**src/sv/upd_pkg.sv**
```systemverilog
`default_nettype none
// ----------------------------------------------------------------------------
// URL percent decoder package
// Shared constants, the result bundle type and the hex digit helpers.
// ----------------------------------------------------------------------------
package upd_pkg;

  localparam int unsigned COUNT_WIDTH_DEF = 16;
  localparam int unsigned QUEUE_DEPTH_DEF = 4;
  localparam int unsigned LEN_W           = 16;
  localparam int unsigned MAX_RESULTS     = 3;
  localparam int unsigned RES_CNT_W       = $clog2(MAX_RESULTS + 1);
  localparam int unsigned RES_IDX_W       = $clog2(MAX_RESULTS);

  localparam logic [LEN_W-1:0] MAX_LENGTH_RST = 16'hFFFF;

  localparam logic [7:0] CH_NUL        = 8'h00;
  localparam logic [7:0] CH_PLUS       = 8'h2B;
  localparam logic [7:0] CH_PCT        = 8'h25;
  localparam logic [7:0] CH_SPACE      = 8'h20;
  localparam logic [7:0] CH_ZERO       = 8'h30;
  localparam logic [7:0] CH_LOWER_BASE = 8'h57;
  localparam logic [7:0] CH_UPPER_BASE = 8'h37;

  typedef struct packed {
    logic [RES_CNT_W-1:0]         cnt;
    logic [MAX_RESULTS-1:0][7:0]  data;
    logic [MAX_RESULTS-1:0]       vld;
    logic [MAX_RESULTS-1:0]       fin;
  } bundle_t;

  function automatic logic is_hex(input logic [7:0] b);
    is_hex = b inside {[8'h30:8'h39], [8'h41:8'h46], [8'h61:8'h66]};
  endfunction

  function automatic logic [3:0] hex_val(input logic [7:0] b);
    logic [7:0] d;
    if (b inside {[8'h30:8'h39]}) begin
      d = b - CH_ZERO;
    end else if (b inside {[8'h61:8'h66]}) begin
      d = b - CH_LOWER_BASE;
    end else begin
      d = b - CH_UPPER_BASE;
    end
    hex_val = d[3:0];
  endfunction

endpackage
`default_nettype wire

```
**src/sv/upd_front.sv**
```systemverilog
`default_nettype none
// ----------------------------------------------------------------------------
// URL percent decoder front end
// Classifies each request byte, tracks escape and limit state and builds
// the bundle of up to three results that the byte causes.
// ----------------------------------------------------------------------------
module upd_front #(
  parameter int unsigned COUNT_WIDTH = upd_pkg::COUNT_WIDTH_DEF
) (
  input  wire logic                      clk,
  input  wire logic                      rst_n,
  input  wire logic                      accept,
  input  wire logic [7:0]                in_byte,
  input  wire logic [upd_pkg::LEN_W-1:0] max_length,
  output logic                           push,
  output upd_pkg::bundle_t               bundle
);

  localparam int unsigned CMP_W =
    ((COUNT_WIDTH > upd_pkg::LEN_W) ? COUNT_WIDTH : upd_pkg::LEN_W) + 2;

  typedef enum logic [2:0] {
    PH_IDLE = 3'b001,
    PH_PCT  = 3'b010,
    PH_DIG  = 3'b100
  } phase_t;

  phase_t                 phase_r, phase_nxt;
  logic [7:0]             digit_r, digit_nxt;
  logic [COUNT_WIDTH-1:0] cons_r, cons_nxt;
  logic [COUNT_WIDTH-1:0] prod_r, prod_nxt;
  logic                   lim_r, lim_nxt;

  logic [1:0]                    pre_en;
  logic [1:0][7:0]               pre_byte;
  logic                          run_idle;
  logic                          hex_ok;
  logic [upd_pkg::RES_CNT_W-1:0] n;
  upd_pkg::bundle_t              bnd;

  always_comb begin
    phase_nxt = phase_r;
    digit_nxt = digit_r;
    cons_nxt  = cons_r;
    prod_nxt  = prod_r;
    lim_nxt   = lim_r;
    pre_en    = 2'b00;
    pre_byte  = {digit_r, upd_pkg::CH_PCT};
    run_idle  = 1'b0;
    n         = '0;
    bnd       = '0;
    hex_ok    = (in_byte != upd_pkg::CH_NUL) && upd_pkg::is_hex(in_byte);

    case (phase_r)
      PH_PCT: begin
        if (hex_ok) begin
          digit_nxt = in_byte;
          phase_nxt = PH_DIG;
        end else begin
          phase_nxt = PH_IDLE;
          pre_en    = 2'b01;
          run_idle  = 1'b1;
        end
      end
      PH_DIG: begin
        phase_nxt = PH_IDLE;
        digit_nxt = '0;
        if (hex_ok) begin
          bnd.data[0] = {upd_pkg::hex_val(digit_r), upd_pkg::hex_val(in_byte)};
          bnd.vld[0]  = 1'b1;
          n           = upd_pkg::RES_CNT_W'(1);
          cons_nxt    = cons_r + COUNT_WIDTH'(3);
          prod_nxt    = prod_r + 1'b1;
          if (CMP_W'(cons_nxt) >= CMP_W'(max_length)) begin
            lim_nxt = 1'b1;
          end
        end else begin
          pre_en   = 2'b11;
          run_idle = 1'b1;
        end
      end
      default: begin
        phase_nxt = PH_IDLE;
        run_idle  = 1'b1;
      end
    endcase

    for (int k = 0; k < 2; k++) begin
      if (pre_en[k] && !lim_nxt) begin
        bnd.data[n[upd_pkg::RES_IDX_W-1:0]] = pre_byte[k];
        bnd.vld[n[upd_pkg::RES_IDX_W-1:0]]  = 1'b1;
        n        = n + 1'b1;
        cons_nxt = cons_nxt + 1'b1;
        prod_nxt = prod_nxt + 1'b1;
        if (CMP_W'(cons_nxt) >= CMP_W'(max_length)) begin
          lim_nxt = 1'b1;
        end
      end
    end

    if (run_idle) begin
      if (in_byte == upd_pkg::CH_NUL) begin
        bnd.data[n[upd_pkg::RES_IDX_W-1:0]] = upd_pkg::CH_NUL;
        bnd.vld[n[upd_pkg::RES_IDX_W-1:0]]  =
          (CMP_W'(prod_nxt) < CMP_W'(max_length));
        bnd.fin[n[upd_pkg::RES_IDX_W-1:0]]  = 1'b1;
        n         = n + 1'b1;
        phase_nxt = PH_IDLE;
        digit_nxt = '0;
        cons_nxt  = '0;
        prod_nxt  = '0;
        lim_nxt   = 1'b0;
      end else if (lim_nxt) begin
        // drop
      end else if (in_byte == upd_pkg::CH_PCT &&
                   (CMP_W'(cons_nxt) + CMP_W'(3)) <= CMP_W'(max_length)) begin
        phase_nxt = PH_PCT;
      end else begin
        bnd.data[n[upd_pkg::RES_IDX_W-1:0]] =
          (in_byte == upd_pkg::CH_PLUS) ? upd_pkg::CH_SPACE : in_byte;
        bnd.vld[n[upd_pkg::RES_IDX_W-1:0]]  = 1'b1;
        n        = n + 1'b1;
        cons_nxt = cons_nxt + 1'b1;
        prod_nxt = prod_nxt + 1'b1;
        if (CMP_W'(cons_nxt) >= CMP_W'(max_length)) begin
          lim_nxt = 1'b1;
        end
      end
    end
    bnd.cnt = n;
  end

  assign push   = accept && (n != '0);
  assign bundle = bnd;

  always_ff @(posedge clk) begin
    if (!rst_n) begin
      phase_r <= PH_IDLE;
      digit_r <= '0;
      cons_r  <= '0;
      prod_r  <= '0;
      lim_r   <= 1'b0;
    end else if (accept) begin
      phase_r <= phase_nxt;
      digit_r <= digit_nxt;
      cons_r  <= cons_nxt;
      prod_r  <= prod_nxt;
      lim_r   <= lim_nxt;
    end
  end

endmodule
`default_nettype wire

```
**src/sv/upd_queue.sv**
```systemverilog
`default_nettype none
// ----------------------------------------------------------------------------
// URL percent decoder bundle queue
// Short first-in first-out store between the front end and the back end.
// ----------------------------------------------------------------------------
module upd_queue #(
  parameter int unsigned QUEUE_DEPTH = upd_pkg::QUEUE_DEPTH_DEF
) (
  input  wire logic             clk,
  input  wire logic             rst_n,
  input  wire logic             push,
  input  wire upd_pkg::bundle_t push_data,
  input  wire logic             pop,
  output upd_pkg::bundle_t      head,
  output logic                  not_empty,
  output logic                  full
);

  localparam int unsigned PTR_W = (QUEUE_DEPTH > 1) ? $clog2(QUEUE_DEPTH) : 1;
  localparam int unsigned CNT_W = $clog2(QUEUE_DEPTH + 1);

  upd_pkg::bundle_t   store_r [QUEUE_DEPTH];
  logic [PTR_W-1:0]   wr_r, wr_nxt;
  logic [PTR_W-1:0]   rd_r, rd_nxt;
  logic [CNT_W-1:0]   cnt_r, cnt_nxt;

  assign not_empty = (cnt_r != '0);
  assign full      = (cnt_r == CNT_W'(QUEUE_DEPTH));
  assign head      = store_r[rd_r];

  always_comb begin
    wr_nxt  = wr_r;
    rd_nxt  = rd_r;
    cnt_nxt = cnt_r;
    if (push) begin
      wr_nxt = (wr_r == PTR_W'(QUEUE_DEPTH - 1)) ? '0 : wr_r + 1'b1;
    end
    if (pop) begin
      rd_nxt = (rd_r == PTR_W'(QUEUE_DEPTH - 1)) ? '0 : rd_r + 1'b1;
    end
    if (push && !pop) begin
      cnt_nxt = cnt_r + 1'b1;
    end else if (pop && !push) begin
      cnt_nxt = cnt_r - 1'b1;
    end
  end

  always_ff @(posedge clk) begin
    if (push) begin
      store_r[wr_r] <= push_data;
    end
  end

  always_ff @(posedge clk) begin
    if (!rst_n) begin
      wr_r  <= '0;
      rd_r  <= '0;
      cnt_r <= '0;
    end else begin
      wr_r  <= wr_nxt;
      rd_r  <= rd_nxt;
      cnt_r <= cnt_nxt;
    end
  end

endmodule
`default_nettype wire

```
**src/sv/upd_back.sv**
```systemverilog
`default_nettype none
// ----------------------------------------------------------------------------
// URL percent decoder back end
// Unpacks each queued bundle into single results through the output register.
// ----------------------------------------------------------------------------
module upd_back (
  input  wire logic             clk,
  input  wire logic             rst_n,
  input  wire upd_pkg::bundle_t head,
  input  wire logic             head_valid,
  output logic                  pop,
  output logic                  out_valid,
  input  wire logic             out_ready,
  output logic [7:0]            out_byte,
  output logic                  out_valid_byte,
  output logic                  out_end
);

  logic [upd_pkg::RES_IDX_W-1:0] idx_r, idx_nxt;
  logic                          ov_r, ov_nxt;
  logic [7:0]                    byte_r;
  logic                          vb_r;
  logic                          end_r;
  logic                          load;
  logic                          last;

  assign load = head_valid && (!ov_r || out_ready);
  assign last = (upd_pkg::RES_CNT_W'(idx_r) + 1'b1) == head.cnt;
  assign pop  = load && last;

  always_comb begin
    idx_nxt = idx_r;
    ov_nxt  = ov_r;
    if (load) begin
      ov_nxt  = 1'b1;
      idx_nxt = last ? '0 : idx_r + 1'b1;
    end else if (out_ready) begin
      ov_nxt = 1'b0;
    end
  end

  always_ff @(posedge clk) begin
    if (load) begin
      byte_r <= head.data[idx_r];
      vb_r   <= head.vld[idx_r];
      end_r  <= head.fin[idx_r];
    end
  end

  always_ff @(posedge clk) begin
    if (!rst_n) begin
      idx_r <= '0;
      ov_r  <= 1'b0;
    end else begin
      idx_r <= idx_nxt;
      ov_r  <= ov_nxt;
    end
  end

  assign out_valid      = ov_r;
  assign out_byte       = byte_r;
  assign out_valid_byte = vb_r;
  assign out_end        = end_r;

endmodule
`default_nettype wire

```
**src/sv/url_percent_decoder_unit.sv**
```systemverilog
`default_nettype none
// ----------------------------------------------------------------------------
// URL percent decoder unit
// Decodes a zero-terminated URL-encoded byte stream, one request byte at a
// time, into decoded bytes and an end-of-string result.
//
// Channels: in_valid/in_ready/in_byte carry encoded bytes; out_valid/
// out_ready carry results (out_byte, out_valid_byte, out_end); cfg_valid/
// cfg_ready/cfg_data write max_length, taken at once (cfg_ready is tied high).
// Path: a byte's first result goes into the queue, then the output register.
// Throughput: one byte per cycle while out_ready is high and each byte
// gives at most one result; a failed escape gives up to three results.
// The output port of the back end, one result per cycle, sets this.
// The '%' and first digit of an escape and dropped bytes give none.
// Reset: all string state clears, max_length returns to 65535, the queue
// empties; no clearing pass.
// Stall: when out_ready is low, results hold in the output register, bundles
// gather in the queue and in_ready falls once the queue is full.
// ----------------------------------------------------------------------------
module url_percent_decoder_unit #(
  parameter int unsigned COUNT_WIDTH = upd_pkg::COUNT_WIDTH_DEF,
  parameter int unsigned QUEUE_DEPTH = upd_pkg::QUEUE_DEPTH_DEF
) (
  input  wire logic                      clk,
  input  wire logic                      rst_n,
  input  wire logic                      in_valid,
  output logic                           in_ready,
  input  wire logic [7:0]                in_byte,
  output logic                           out_valid,
  input  wire logic                      out_ready,
  output logic [7:0]                     out_byte,
  output logic                           out_valid_byte,
  output logic                           out_end,
  input  wire logic                      cfg_valid,
  output logic                           cfg_ready,
  input  wire logic [upd_pkg::LEN_W-1:0] cfg_data
);

  logic [upd_pkg::LEN_W-1:0] max_length_r;
  logic                      accept;
  logic                      push;
  logic                      pop;
  logic                      q_valid;
  logic                      q_full;
  upd_pkg::bundle_t          push_bundle;
  upd_pkg::bundle_t          head_bundle;

  assign cfg_ready = 1'b1;
  assign in_ready  = !q_full;
  assign accept    = in_valid && in_ready;

  always_ff @(posedge clk) begin
    if (!rst_n) begin
      max_length_r <= upd_pkg::MAX_LENGTH_RST;
    end else if (cfg_valid && cfg_ready) begin
      max_length_r <= cfg_data;
    end
  end

  upd_front #(
    .COUNT_WIDTH (COUNT_WIDTH)
  ) u_front (
    .clk        (clk),
    .rst_n      (rst_n),
    .accept     (accept),
    .in_byte    (in_byte),
    .max_length (max_length_r),
    .push       (push),
    .bundle     (push_bundle)
  );

  upd_queue #(
    .QUEUE_DEPTH (QUEUE_DEPTH)
  ) u_queue (
    .clk       (clk),
    .rst_n     (rst_n),
    .push      (push),
    .push_data (push_bundle),
    .pop       (pop),
    .head      (head_bundle),
    .not_empty (q_valid),
    .full      (q_full)
  );

  upd_back u_back (
    .clk            (clk),
    .rst_n          (rst_n),
    .head           (head_bundle),
    .head_valid     (q_valid),
    .pop            (pop),
    .out_valid      (out_valid),
    .out_ready      (out_ready),
    .out_byte       (out_byte),
    .out_valid_byte (out_valid_byte),
    .out_end        (out_end)
  );

endmodule
`default_nettype wire

```
**config.mk**
```make
export PLATFORM = sky130hd
export DESIGN_NAME = url_percent_decoder_unit
export DESIGN_NICKNAME = d
export VERILOG_FILES = /design/src/sv/upd_pkg.sv /design/src/sv/upd_front.sv /design/src/sv/upd_queue.sv /design/src/sv/upd_back.sv /design/src/sv/url_percent_decoder_unit.sv
export SDC_FILE = /design/constraint.sdc
export NUM_CORES = 1
export LEC_CHECK = 0
export ABC_AREA = 1
export BUFFER_PORTS_ARGS = -buffer_cell sky130_fd_sc_hd__buf_2
export CAP_MARGIN = 10
export CORE_AREA = 4 4 195 197
export DETAILED_ROUTE_END_ITERATION = 8
export DIE_AREA = 0 0 199 201
export REMOVE_ABC_BUFFERS = 1
export SLEW_MARGIN = 40
export SYNTH_ARGS = -nofsm -noshare
export SYNTH_HDL_FRONTEND = slang
export SYNTH_HIERARCHICAL = 1
export SYNTH_SLANG_ARGS = --single-unit
```
**constraint.sdc**
```tcl
create_clock -name clk -period 15.11 [get_ports clk]
set_input_delay 2.2665 -clock clk [delete_from_list [all_inputs] [get_ports clk]]
set_output_delay 2.2665 -clock clk [all_outputs]
set_load 0.05 [all_outputs]
```
# After elaboration in Yosys (flattened, before gate mapping)
# Memories as Yosys holds them, arrays and structs flattened. A register that Yosys moved wholly into a read port is not among the register bits.
# Index checks and enable logic that the tools add are counted.
word_totals:
  ramBits: 128
  elab_cells: 209
  memories: 1
  in_bits: 29
  reg_bits: 80
op_classes:
  n_eq_ne: 8
  n_mux: 99
  reduce_logical: 33
  bitwise: 8
  addsub: 23
  magnitude_cmp: 23
memory_table:
  columns: ["name", "depth", "word_bits", "read_ports", "rd_ports_with_merged_regs", "write_ports", "line", "text"]
  rows:
  - ["u_queue.store_r", 4, 32, 1, 1, 1, "upd_queue.sv:22", "upd_pkg::bundle_t store_r [QUEUE_DEPTH];"]
op_table:
  columns: ["cell", "n"]
  rows:
  - ["two-way mux 16 bit", 16]
  - ["two-way mux 27 bit", 5]
  - ["adder 16 x 1 -> 16 bit, second input constant", 7]
  - ["two-way mux 8 bit", 10]
  - [">= comparator 16 bit", 4]
  - ["bitwise mux 24 bit", 2]
  - ["demux 8 bit (select 2 bit)", 3]
  - ["two-way mux 30 bit", 1]
  - ["two-way mux 1 bit", 27]
  - ["two-way mux 3 bit", 9]
  - ["two-way mux 2 bit", 13]
  - ["bitwise AND 24 bit", 1]
  - [">= comparator 8 x 7 -> 1 bit, second input constant", 3]
  - ["less-or-equal comparator 8 x 7 -> 1 bit, second input constant", 3]
  - ["NOT 24 bit", 1]
  - ["less-or-equal comparator 18 x 16 -> 1 bit", 1]
  - ["logical AND 1 bit", 18]
  - ["adder 16 x 2 -> 17 bit, second input constant", 1]
  - ["adder 16 x 2 -> 16 bit, second input constant", 1]
  - ["binary-select mux 8 bit (select 2 bit)", 1]
  - ["equality test 8 x 6 -> 1 bit, second input constant", 2]
  - [">= comparator 8 x 6 -> 1 bit, second input constant", 2]
  - ["less-or-equal comparator 8 x 6 -> 1 bit, second input constant", 2]
  - ["less-than comparator 16 bit", 1]
  - ["other kinds (29)", 60]

# Longest topological paths before layout
# Gate-level depths: netlist of run 1.
logic_depth:
  ltp_word: 26
  depth_mapped: 66

# Cells and area by module
# Netlist of run 1, hierarchy kept.
modules_own_cells:
  columns: ["mod", "seq_area_each_um2", "cells_per_inst", "area_each_um2", "instances"]
  rows:
  - ["upd_front", 880.8, 1730, 10283.6, 1]
  - ["upd_queue", 4023.9, 369, 5237.5, 1]
  - ["upd_back", 360.3, 83, 762.0, 1]
  - ["url_percent_decoder_unit", 320.3, 75, 676.9, 1]

# Least setup slack after synthesis of run 1
# OpenSTA, ideal clock, no wires.
synth_path:
  kind: "input-to-reg"
  from: "in in_byte[0]"
  to: "mem u_queue/store_r[0][0] in the netlist's numbering (enable)"
  path_stages: 53
  path_buffers: 5
  arrival_ps: 9563
  t_required_ps: 14723
  setup_slack_ps: 5160
  setup_ps: 387
  cell_sequence: "inv_1 ha_1 inv_1 nand3_1 nand2_1 nand2_1 inv_1 nor2_1 nand3_4 buf_6 buf_8 buf_12 o21ai_1 nor2_1 and3_1 nand2_1 nand2_1 nand2_1 [... 17 more ...] inv_1 ha_1 a21oi_1 o21ai_0 nor2_1 o21ai_0 a21o_1 nand2_1 nand3_1 nor2_1 nand2_8 nand3_4 nand2_1 nand2_1 o21ai_0 a21oi_1 nand2_1 inv_1"
synth_between:
  elab_chain_len: 24
  word_cells_on_any_way: 55
  cone_classes: "add/sub (6); order compare (9); eq/ne (1); mux (25); reduce/logical (14)"
synth_rtl:
  columns: ["element", "line", "text"]
  rows:
  - ["start, declared", "url_percent_decoder_unit.sv:28", "input wire logic [7:0] in_byte,"]
  - [">= comparator 8 x 6 -> 1 bit (tied with other cells)", "upd_pkg.sv:33", "is_hex = b inside {[8'h30:8'h39], [8'h41:8'h46], [8'h61:8'h66]};"]
  - ["logical AND 1 bit", "upd_pkg.sv:33", null]
  - ["nonzero test 3 bit", "upd_pkg.sv:33", null]
  - ["logical AND 1 bit", "upd_front.sv:52", "hex_ok = (in_byte != upd_pkg::CH_NUL) && upd_pkg::is_hex(in_byte);"]
  - ["two-way mux 16 bit", "upd_front.sv:68", "if (hex_ok) begin"]
  - ["two-way mux 16 bit", "upd_front.sv:54", "case (phase_r)"]
  - ["adder 16 x 1 -> 16 bit", "upd_front.sv:93", "cons_nxt = cons_nxt + 1'b1;"]
  - [">= comparator 16 bit", "upd_front.sv:95", "if (CMP_W'(cons_nxt) >= CMP_W'(max_length)) begin"]
  - ["[... 9 more ...]", null, null]
  - ["two-way mux 2 bit", "upd_front.sv:113", "end else if (lim_nxt) begin"]
  - ["two-way mux 2 bit", "upd_front.sv:102", "if (in_byte == upd_pkg::CH_NUL) begin"]
  - ["two-way mux 2 bit (*)", "upd_front.sv:101", "if (run_idle) begin"]
  - ["nonzero test 2 bit (*)", "upd_front.sv:133", "assign push = accept && (n != '0);"]
  - ["logical AND 1 bit (*)", "upd_front.sv:133", null]
  - ["named net push", "url_percent_decoder_unit.sv:41", "logic push;"]
  - ["two-way mux 1 bit (*)", "upd_queue.sv:49", "if (push) begin"]
  - ["two-way mux 1 bit (not written as such) (*)", "upd_queue.sv:50", "store_r[wr_r] <= push_data;"]
  - ["end, declared", "upd_queue.sv:22", null]
# The timed path passes the listed nets; every way through them passes the cells marked *.

# Worst setup path after layout of run 1
layout_path:
  from: "in in_byte[1]"
  to: "mem u_queue/store_r[1][8] in the netlist's numbering (enable)"
# Same word-level chain as after synthesis.

==> flow_summary.json, run 1 <==
{
  "p_per_area_nw_per_um2": 115,
  "synth_edf_count": 138,
  "design_area_um2": 18100,
  "fp.dieH_um": 201,
  "num_antenna_cells": 0,
  "drive_above_1_share_pct": 12.1,
  "layout.cells.most_common_list": "471 x nand2_1, 272 x inv_1, 213 x nor2_1",
  "clkTransAtPathRegs_ns": 0.06,
  "clock_sinks": 210,
  "crit_path_start_kind": "input pin",
  "fillerInstances": 3617,
  "grt_pass1_vias": 15100,
  "cts_buffers": 24,
  "cp_top_family": "simple AND/OR/NAND/NOR gates",
  "cp_data_required_time_ns": 15.29,
  "drt_iter0_drc": 1088,
  "track_usage_pct": 26.1,
  "vias": 15600,
  "die_x_um": 199,
  "critPathBufInv": 11,
  "final_antenna_net_count": 0,
  "cp_slowest_stage_delay_ns": 0.71,
  "synth_top_family_by_area": "simple AND/OR/NAND/NOR gates",
  "cts_max_path_buffers": 3,
  "ctsResizeCount": 0,
  "ys_ff_latch": 210,
  "drv_slew": 0,
  "overflow": 0,
  "async_flop_share_pct": 0,
  "post-dp-hpwl_um": 39700,
  "cts-hold-fix-buffers": 0,
  "finalHoldViolCount": 0,
  "root_buffer": "clkbuf_16",
  "viasPerCell": 5.65,
  "maxCapViolations": 0,
  "post-route-drc-count": 0,
  "finClkSkew_ns": 0.0117,
  "antenna_found_initial": 0,
  "synthSimpleGateAreaFrac_pct": 28.6,
  "drtPass1Iterations": 5,
  "initial_core_util_pct": 46.8,
  "worst_path_most_repeated_cell": "nand2_1",
  "grt_max_degree": 66,
  "slew_headroom_pct": 42.4,
  "dp_cells": 2711,
  "leakage_nw": 8.04,
  "synth_compound_area_share_pct": 15.6,
  "ios": 42,
  "grt_pass1_wl_um": 83300,
  "synth_fa_ha_area_share_pct": 9.46,
  "routabilityCongestion": 0.983,
  "finalSetupViolations": 0,
  "min_path_cells": 2,
  "period_minus_slack_ns": 11.93,
  "worst_ep_arrival_time_ns": 12.11,
  "wire_per_inst_um": 19.4,
  "avgSynthCellArea_um2": 7.51,
  "seqCellArea_um2": 5590,
  "synth_area_um2": 17000,
  "path_depth": 52,
  "dieArea_um2": 40000,
  "critPathKind": "input pin to register",
  "ys_seq_area_share_pct": 32.9,
  "multi_input_area_um2": 9700,
  "rows": 70,
  "postCtsSetupBuffers": 0,
  "wl_um": 53400,
  "endpoint_kind": "register",
  "layout.nets": 2425,
  "synth-xor-area-share_pct": 3.50,
  "cts-htree-levels": 1,
  "layout.cells.most_common": "nand2_1",
  "clk_latency_ns": 0.52,
  "syn_to_final_growth_pct": 6.93,
  "portBuffers": 40,
  "rsz0062_at_grt": "false",
  "ys.flop_type": "edfxtp_1",
  "ys_types": 69,
  "hold_class": "register to register",
  "max_freq_ghz": 0.0838,
  "outcome": "finished, final reports clean",
  "period_share_pct": 79.0,
  "fin_cells": 2755,
  "p_total_mw": 2.09,
  "syn_inst": 2257,
  "r2r_cells": 47,
  "synth.area.mux_share_pct": 0,
  "cts_tree": "built",
  "critPathMaxFanout": 46,
  "tightest_slew_ns": 0.855,
  "crit_slowest_cell": "clkinv_1",
  "ir_drop_mv": 0.0822,
  "yosysWarnings": 6,
  "final.setup.tns_ns": 0,
  "place_area_um2": 17400,
  "core_um2": 36300
}
==> final timing paths <==
check                          start                    end  slack (ns)
setup reg to reg  u_front/phase_r[2]  u_queue/store_r[1][8]        5.23
hold / removal      max_length_r[14]       max_length_r[14]        0.46
setup / recovery          in_byte[1]  u_queue/store_r[1][8]        3.18
hold reg to reg     max_length_r[14]       max_length_r[14]        0.46
==> layout make-up <==
class	count	share of cell area, %
Clock buffer	29	3.59
Clock inverter	15	0.628
Inverter	305	6.44
Multi-Input combinational cell	1671	53.5
Sequential cell	210	30.8
Tap cell	468	3.23
Timing Repair Buffer	57	1.82
==> state kept, by name (all words and copies together), names as in the netlist, named ones only <==
| register | count |
|---|---|
| u_front/phase_r | 3 |
| u_front/lim_r | 1 |
| max_length_r | 16 |
| u_back/out_valid | 1 |
| u_front/cons_r | 16 |
| u_front/digit_r | 8 |
| u_back/out_valid_byte | 1 |
| u_back/out_end | 1 |
| u_queue/wr_r | 2 |
| u_queue/cnt_r | 3 |
| u_back/idx_r | 2 |
| u_queue/store_r | 128 |
| u_queue/rd_r | 2 |
| u_front/prod_r | 16 |
| u_back/out_byte | 8 |
==> cell usage after synthesis, types with 12 or more instances <==
library cell,n,share of area [%]
inv_2,23,0.51
inv_1,274,6.1
nor2_1,214,4.7
nand3_2,20,1.2
o211ai_1,18,0.80
buf_6,19,1.3
xor2_1,46,2.4
o21ai_0,124,3.7
nand3_1,136,4.0
dfxtp_1,72,8.5
nand4_1,39,1.4
nor2_2,16,0.59
edfxtp_1,138,24
nor2_4,12,0.80
o22ai_1,51,1.9
a21oi_1,112,3.3
clkbuf_1,20,0.44
o21ai_1,78,2.3
nand2_2,51,1.9
buf_2,17,0.50
ha_1,125,9.2
nor3_1,26,0.77
nand2_1,471,10
==> metal layers <==
metal | vias up | share of wire [%] | GRT usage, % | routed length [um]
met3 | 158 | 4.8 | 2.33 | 2580
met4 | 0 | 5.6 | 12.3 | 2980
met1 | 7305 | 40 | 31.3 | 21400
met2 | 481 | 49 | 46.7 | 26400
li1 | 7623 | - | - | -
met5 | - | 0 | 0 | 0
==> worst register-to-register path: cells and delay by family (launching register included) <==
| kind | cells | cell delay (ns) |
|---|---|---|
| xor gates and xnor gates | 1 | 0.16 |
| DFF | 1 | 0.35 |
| buffers and inverters | 9 | 2.29 |
| adders and majority gates | 2 | 0.57 |
| and+or+nand+nor | 31 | 5.32 |
| AOI/OAI and AO/OA | 4 | 0.87 |
==> per-stage QoR <==
stage	setup slack (ns)	utilization, %	hold WS [ns]
floorplan	4.85	-	0.429
global placement	3.06	47.9	0.444
detailed placement	2.76	47.9	0.447
CTS	3.26	50.0	0.464
global route	2.06	50.0	0.480
finish	3.18	50.0	0.460
==> kinds of logic (layout without fill, tap and decap cells) <==
kind of cell | Yosys count | in the layout
adders and majority gates | 127 | 127
and+or+nand+nor | 1027 | 1027
xor gates and xnor gates | 61 | 61
AOI/OAI and AO/OA | 455 | 455
buffers and inverters | 376 | 406
DFF | 210 | 210
other | 1 | 1
==> power by group <==
part | leakage (nW) | internal (mW) | switching, mW
Combinational | 5.88 | 0.232 | 0.538
Clock | 0.370 | 0.325 | 0.237
Sequential | 1.79 | 0.706 | 0.0491
Total | 8.04 | 1.26 | 0.824
(Power assumes the default switching activity.)
==> run 2, diff against run 1 <==
==> constraint.sdc (replaced) <==
create_clock -name clk -period 12.2 [get_ports clk]
set_input_delay 1.83 -clock clk [delete_from_list [all_inputs] [get_ports clk]]
set_output_delay 1.83 -clock clk [all_outputs]
set_load 0.05 [all_outputs]
==> run 2 against run 1 <==
Effect of this change:
- global-route usage is 0.76 points lower
- non-clock buffer count is 7 higher
- clock skew is 0.0085 ns higher
- sequential share of layout area is 0.085 points lower
- clock power is 24% higher
- first-iteration DRC count is 19% lower
- register-to-register slack worse by 2.4 ns
- via count is 0.76% lower
- critical path depth is 8 higher
- cell area is 0.28% higher
- highest routed layer unchanged
==> flow_summary.json, run 2 (synthesized netlist as in run 1, its figures left out) <==
{
  "crit_path_start_kind": "input pin",
  "antenna_found_initial": 0,
  "seqCellArea_um2": 5590,
  "seq_power_share_pct": 36.3,
  "syn_to_final_growth_pct": 7.23,
  "post-dp-hpwl_um": 37900,
  "overflow": 0,
  "cts_max_path_buffers": 3,
  "wl_um": 52200,
  "fp.dieH_um": 201,
  "portBuffers": 40,
  "die_x_um": 199,
  "cts_tree": "built",
  "p_per_area_nw_per_um2": 141,
  "hold_end": "max_length_r[13]",
  "leakage_nw": 8.07,
  "finClkSkew_ns": 0.0202,
  "worst_ep_arrival_time_ns": 11.20,
  "period_minus_slack_ns": 10.78,
  "wire_per_inst_um": 18.9,
  "ctsResizeCount": 0,
  "cp-startpoint": "in_byte[0]",
  "routed-wl-met3_um": 2800,
  "comb_power_share_pct": 36.5,
  "cp_top_family": "simple AND/OR/NAND/NOR gates",
  "post-route-drc-count": 0,
  "cts_buffers": 25,
  "p_sw_mw": 1.01,
  "period_share_pct": 88.4,
  "dr.max_layer_used": "met4",
  "maxCapViolations": 0,
  "max_freq_ghz": 0.0928,
  "layout.cells.most_common_list": "471 x nand2_1, 273 x inv_1, 213 x nor2_1",
  "r2r_cells": 56,
  "routabilityCongestion": 0.964,
  "endpoint_kind": "register",
  "crit_slowest_cell": "clkinv_1",
  "cts-hold-fix-buffers": 0,
  "layout.nets": 2433,
  "root_buffer": "clkbuf_16",
  "regMostFlops": "u_queue/store_r",
  "clock_sinks": 210,
  "outcome": "finished, final reports clean",
  "hold_class": "register to register",
  "multi_input_area_um2": 9700,
  "drive_above_1_share_pct": 12.4,
  "slew_headroom_pct": 46.7,
  "rsz0062_at_grt": "false",
  "tightest_slew_ns": 0.796,
  "postCtsSetupBuffers": 0,
  "rrSetupSlack_ns": 2.82,
  "core_um2": 36300,
  "hp-start": "max_length_r[13]",
  "clk_latency_ns": 0.53,
  "cp_slowest_stage_delay_ns": 0.62,
  "rows": 70,
  "initial_core_util_pct": 46.8,
  "ir_drop_mv": 0.0863,
  "finalSetupViolations": 0,
  "grt_pass1_wl_um": 81000,
  "min_path_cells": 2,
  "r2r_start": "u_front/cons_r[0]",
  "worst_path_most_repeated_cell": "nand2_1",
  "ios": 42,
  "critPathMaxFanout": 28,
  "final.setup.tns_ns": 0,
  "switching_share_pct": 39.4,
  "dieArea_um2": 40000,
  "largest_reg_flops": 128,
  "p_total_mw": 2.57,
  "drt_iter0_drc": 885,
  "drv_slew": 0,
  "clkTransAtPathRegs_ns": 0.06,
  "vias": 15400,
  "p_int_mw": 1.56,
  "wl_met2_um": 25800,
  "cp_data_required_time_ns": 12.62,
  "cts-htree-levels": 1,
  "fillerInstances": 3593,
  "track_usage_pct": 25.3,
  "viasPerCell": 5.59,
  "critPathKind": "input pin to register",
  "drtPass1Iterations": 5,
  "rr_endpoint": "u_queue/cnt_r[2]",
  "finalHoldViolCount": 0,
  "grt_pass1_vias": 14600,
  "met1Wirelength_um": 22000,
  "layout.cells.most_common": "nand2_1",
  "critPathBufInv": 12,
  "clockPowerShare_pct": 27.2,
  "final_antenna_net_count": 0,
  "num_antenna_cells": 0,
  "grt_max_degree": 66
}
==> run 2: cell types whose count changed in the layout (fill, tap and decap cells not counted), sizes merged <==
| cell | delta |
|---|---|
| clkbuf | +2 |
| clkinvlp | +3 |
| buf | +7 |
| bufinv | -1 |
| inv | +2 |
| clkinv | -5 |
==> run 2: power by group through the flow <==
stage          logic (mW)  registers (mW)  clock network [mW]
5_1_grt              1.05           0.942               0.740
6_report            0.939           0.934               0.698
4_1_cts             0.942           0.934               0.713
3_3_place_gp        0.928           0.947                   0
2_1_floorplan       0.593            1.02                   0
3_5_place_dp        0.939           0.948                   0
==> run 2: through the flow <==
stage | cell area, um^2 | utilization (%) | hold slack (ns) | worst slack (ns) | instances
floorplan | 16500 | - | 0.429 | 2.38 | 2186
global placement | 17400 | 48.0 | 0.440 | 1.20 | 2718
detailed placement | 17400 | 48.0 | 0.450 | 0.949 | 2718
CTS | 18200 | 50.2 | 0.467 | 1.47 | 2763
global route | 18200 | 50.2 | 0.486 | 0.428 | 2763
finish | 18200 | 50.2 | 0.461 | 1.42 | 2763
==> run 2: worst max-delay path by stage <==
stage / slack, ns / to / depth (start not counted)
2_1_floorplan: 2.38 / u_queue/store_r[0][0] / 54
3_3_place_gp: 1.20 / u_queue/cnt_r[2] / 60
3_5_place_dp: 0.95 / u_queue/cnt_r[2] / 60
4_1_cts: 1.47 / u_queue/cnt_r[2] / 60
5_1_grt: 0.43 / u_queue/cnt_r[2] / 61
6_report: 1.42 / u_queue/cnt_r[2] / 60
==> run 2: final cells by class <==
type                    instances  area share (%)
inverters                     305            6.42
clock inverters                14           0.475
repair buffers                 64            2.09
well taps                     468            3.22
multi-input cells            1671            53.3
clock buffers                  31            3.73
flip-flops and latches        210            30.7
==> run 2: per-layer routing <==
metal | vias to the layer above | global-route usage [%]
met2 | 433 | 44.9
met5 | - | 0
met1 | 7296 | 32.6
li1 | 7621 | -
met3 | 99 | 2.72
met4 | 0 | 7.06
==> run 2: tightest hold or removal path, delay by kind of cell (launching register included) <==
family	cells	cell delay, ns
and+or+nand+nor	2	0.10
DFF	1	0.33
==> run 3, diff against run 2 <==
--- a/config.mk
+++ b/config.mk
@@ -8,9 +8,10 @@
 export ABC_AREA = 1
 export BUFFER_PORTS_ARGS = -buffer_cell sky130_fd_sc_hd__buf_2
 export CAP_MARGIN = 10
-export CORE_AREA = 4 4 195 197
+export CORE_AREA = 2 2 193 195
 export DETAILED_ROUTE_END_ITERATION = 8
-export DIE_AREA = 0 0 199 201
+export DIE_AREA = 0 0 195 197
+export RECOVER_POWER = 100
 export REMOVE_ABC_BUFFERS = 1
 export SLEW_MARGIN = 40
 export SYNTH_ARGS = -nofsm -noshare
==> run 3 against run 2 <==
Effect of this change:
- die area is 4.0% lower
- cell area is 0.68% lower
- final cell count is 0.29% lower
- non-clock buffer count is 6 lower
- maximum frequency is 2.3% lower
- flip-flop and latch count stayed put
- worst hold slack hardly changed
- the run now ends with max-capacitance violations, max-slew violations left
- setup slack worse by 0.26 ns
- global-route usage is 2.1 points higher
- combinational power is 1% lower
- utilization is 0.34 points lower
==> flow_summary.json, run 3 (synthesized netlist as in run 1, its figures left out) <==
{
  "viasPerCell": 5.58,
  "num_antenna_cells": 0,
  "violations": "max-capacitance violations, max-slew violations",
  "layout.cells.most_common": "nand2_1",
  "vias": 15400,
  "fp.dieH_um": 197,
  "hp-start": "max_length_r[2]",
  "ios": 42,
  "grt_pass1_wl_um": 82400,
  "core_um2": 36300,
  "dieArea_um2": 38400,
  "fin_cells": 2755,
  "cp_data_required_time_ns": 12.35,
  "crit_slowest_cell": "buf_2",
  "portBuffers": 40,
  "wire_per_inst_um": 19.2,
  "antenna_found_initial": 0,
  "cts_tree": "built",
  "final.setup.tns_ns": 0,
  "period_minus_slack_ns": 11.04,
  "finalHoldViolCount": 0,
  "track_usage_pct": 27.4,
  "r2r_cells": 48,
  "cts_max_path_buffers": 3,
  "cts-htree-levels": 1,
  "cts-hold-fix-buffers": 0,
  "fin_ws_ns": 1.16,
  "postCtsSetupBuffers": 0,
  "critPathKind": "input pin to register",
  "post-route-drc-count": 0,
  "period_share_pct": 90.5,
  "slew_headroom_pct": -82.7,
  "overflow": 0,
  "grt_pass1_vias": 14900,
  "drt_iter0_drc": 1086,
  "grt_max_degree": 66,
  "rows": 70,
  "finClkSkew_ns": 0.0232,
  "maxCapViolations": 4,
  "drv_slew": 202,
  "fillerInstances": 3698,
  "clkTransAtPathRegs_ns": 0.06,
  "worst_ep_arrival_time_ns": 11.18,
  "drive_above_1_share_pct": 10.8,
  "layout.cells.most_common_list": "475 x nand2_1, 277 x inv_1, 215 x nor2_1",
  "worst_path_most_repeated_cell": "nand2_1",
  "regMostFlops": "u_queue/store_r",
  "critPathMaxFanout": 32,
  "ir_drop_mv": 0.0834,
  "r2r_start": "u_front/cons_r[0]",
  "root_buffer": "clkbuf_16",
  "tightest_slew_ns": 2.74,
  "endpoint_kind": "register",
  "rrSetupSlack_ns": 2.15,
  "post-dp-hpwl_um": 39200,
  "syn_to_final_growth_pct": 6.50,
  "cp_slowest_stage_delay_ns": 0.68,
  "drtPass1Iterations": 7,
  "routabilityCongestion": 0.953,
  "min_path_cells": 2,
  "hold_class": "register to register",
  "dp_cells": 2712,
  "max_freq_ghz": 0.0906,
  "outcome": "finished, violations left",
  "finalSetupViolations": 0,
  "die_x_um": 195,
  "clock_sinks": 210,
  "wl_um": 52800,
  "final_antenna_net_count": 0,
  "p_per_area_nw_per_um2": 142,
  "layout.nets": 2427,
  "clk_latency_ns": 0.53,
  "cts_buffers": 25,
  "rsz0062_at_grt": "false",
  "hold_ws_ns": 0.461,
  "largest_reg_flops": 128,
  "initial_core_util_pct": 46.8,
  "leakage_nw": 7.99,
  "rr_endpoint": "u_queue/store_r[1][14]",
  "hold_end": "max_length_r[2]",
  "crit_path_start_kind": "input pin",
  "post-place-ws_ns": 0.866,
  "ctsResizeCount": 0
}
[run 3: cell types whose count changed in the layout (fill, tap and decap cells not counted), sizes merged]
cell and delta:
inv -2, clkbuf +15, buf -23, bufinv +2
[run 3: report_power, final]
| group | leakage [nW] | internal, mW | switching [mW] |
|---|---|---|---|
| Clock | 0.363 | 0.416 | 0.293 |
| Combinational | 5.83 | 0.279 | 0.647 |
| Sequential | 1.79 | 0.875 | 0.0583 |
[run 3: cell type report]
class / count / area, um^2 / area share, %
inverters: 305 / 1160 / 6.42
multi-input cells: 1671 / 9660 / 53.5
clock inverters: 14 / 128 / 0.707
clock buffers: 29 / 641 / 3.55
flip-flops and latches: 210 / 5590 / 30.9
repair buffers: 58 / 305 / 1.69
well taps: 468 / 586 / 3.24
[run 3: metal layers]
metal | share of wire (%) | GRT usage (%)
met3 | 4.4 | 2.46
met2 | 48 | 48.2
met1 | 43 | 34.2
met5 | 0 | 0
met4 | 4.8 | 12.8
[run 3: worst max path at each step]
stage | start | end | slack (ns) | cells after the start
after floorplan | in_byte[0] | u_queue/store_r[0][0] | 2.38 | 54
after global placement | in_byte[0] | u_queue/cnt_r[2] | 0.98 | 60
after detailed placement | in_byte[0] | u_queue/cnt_r[2] | 0.87 | 60
after CTS | in_byte[0] | u_queue/cnt_r[2] | 1.41 | 60
after global routing | in_byte[0] | u_queue/store_r[1][10] | 0.15 | 54
final | in_byte[0] | u_queue/store_r[1][14] | 1.16 | 53
[run 3: metrics by stage]
stage                     util, %  cell area [um^2]  power [mW]
after floorplan                 -             16500        1.61
after global routing         49.8             18100        2.73
after global placement       47.9             17400        1.87
after detailed placement     47.9             17400        1.88
final                        49.8             18100        2.57
after CTS                    50.0             18100        2.60
[run 3: critical path: cells and delay by family]
| kind | cells | cell delay [ns] |
|---|---|---|
| xor gates and xnor gates | 1 | 0.15 |
| AOI/OAI and AO/OA | 7 | 1.65 |
| adders and majority gates | 4 | 1.08 |
| and+or+nand+nor | 30 | 4.45 |
| buffers and inverters | 11 | 1.96 |
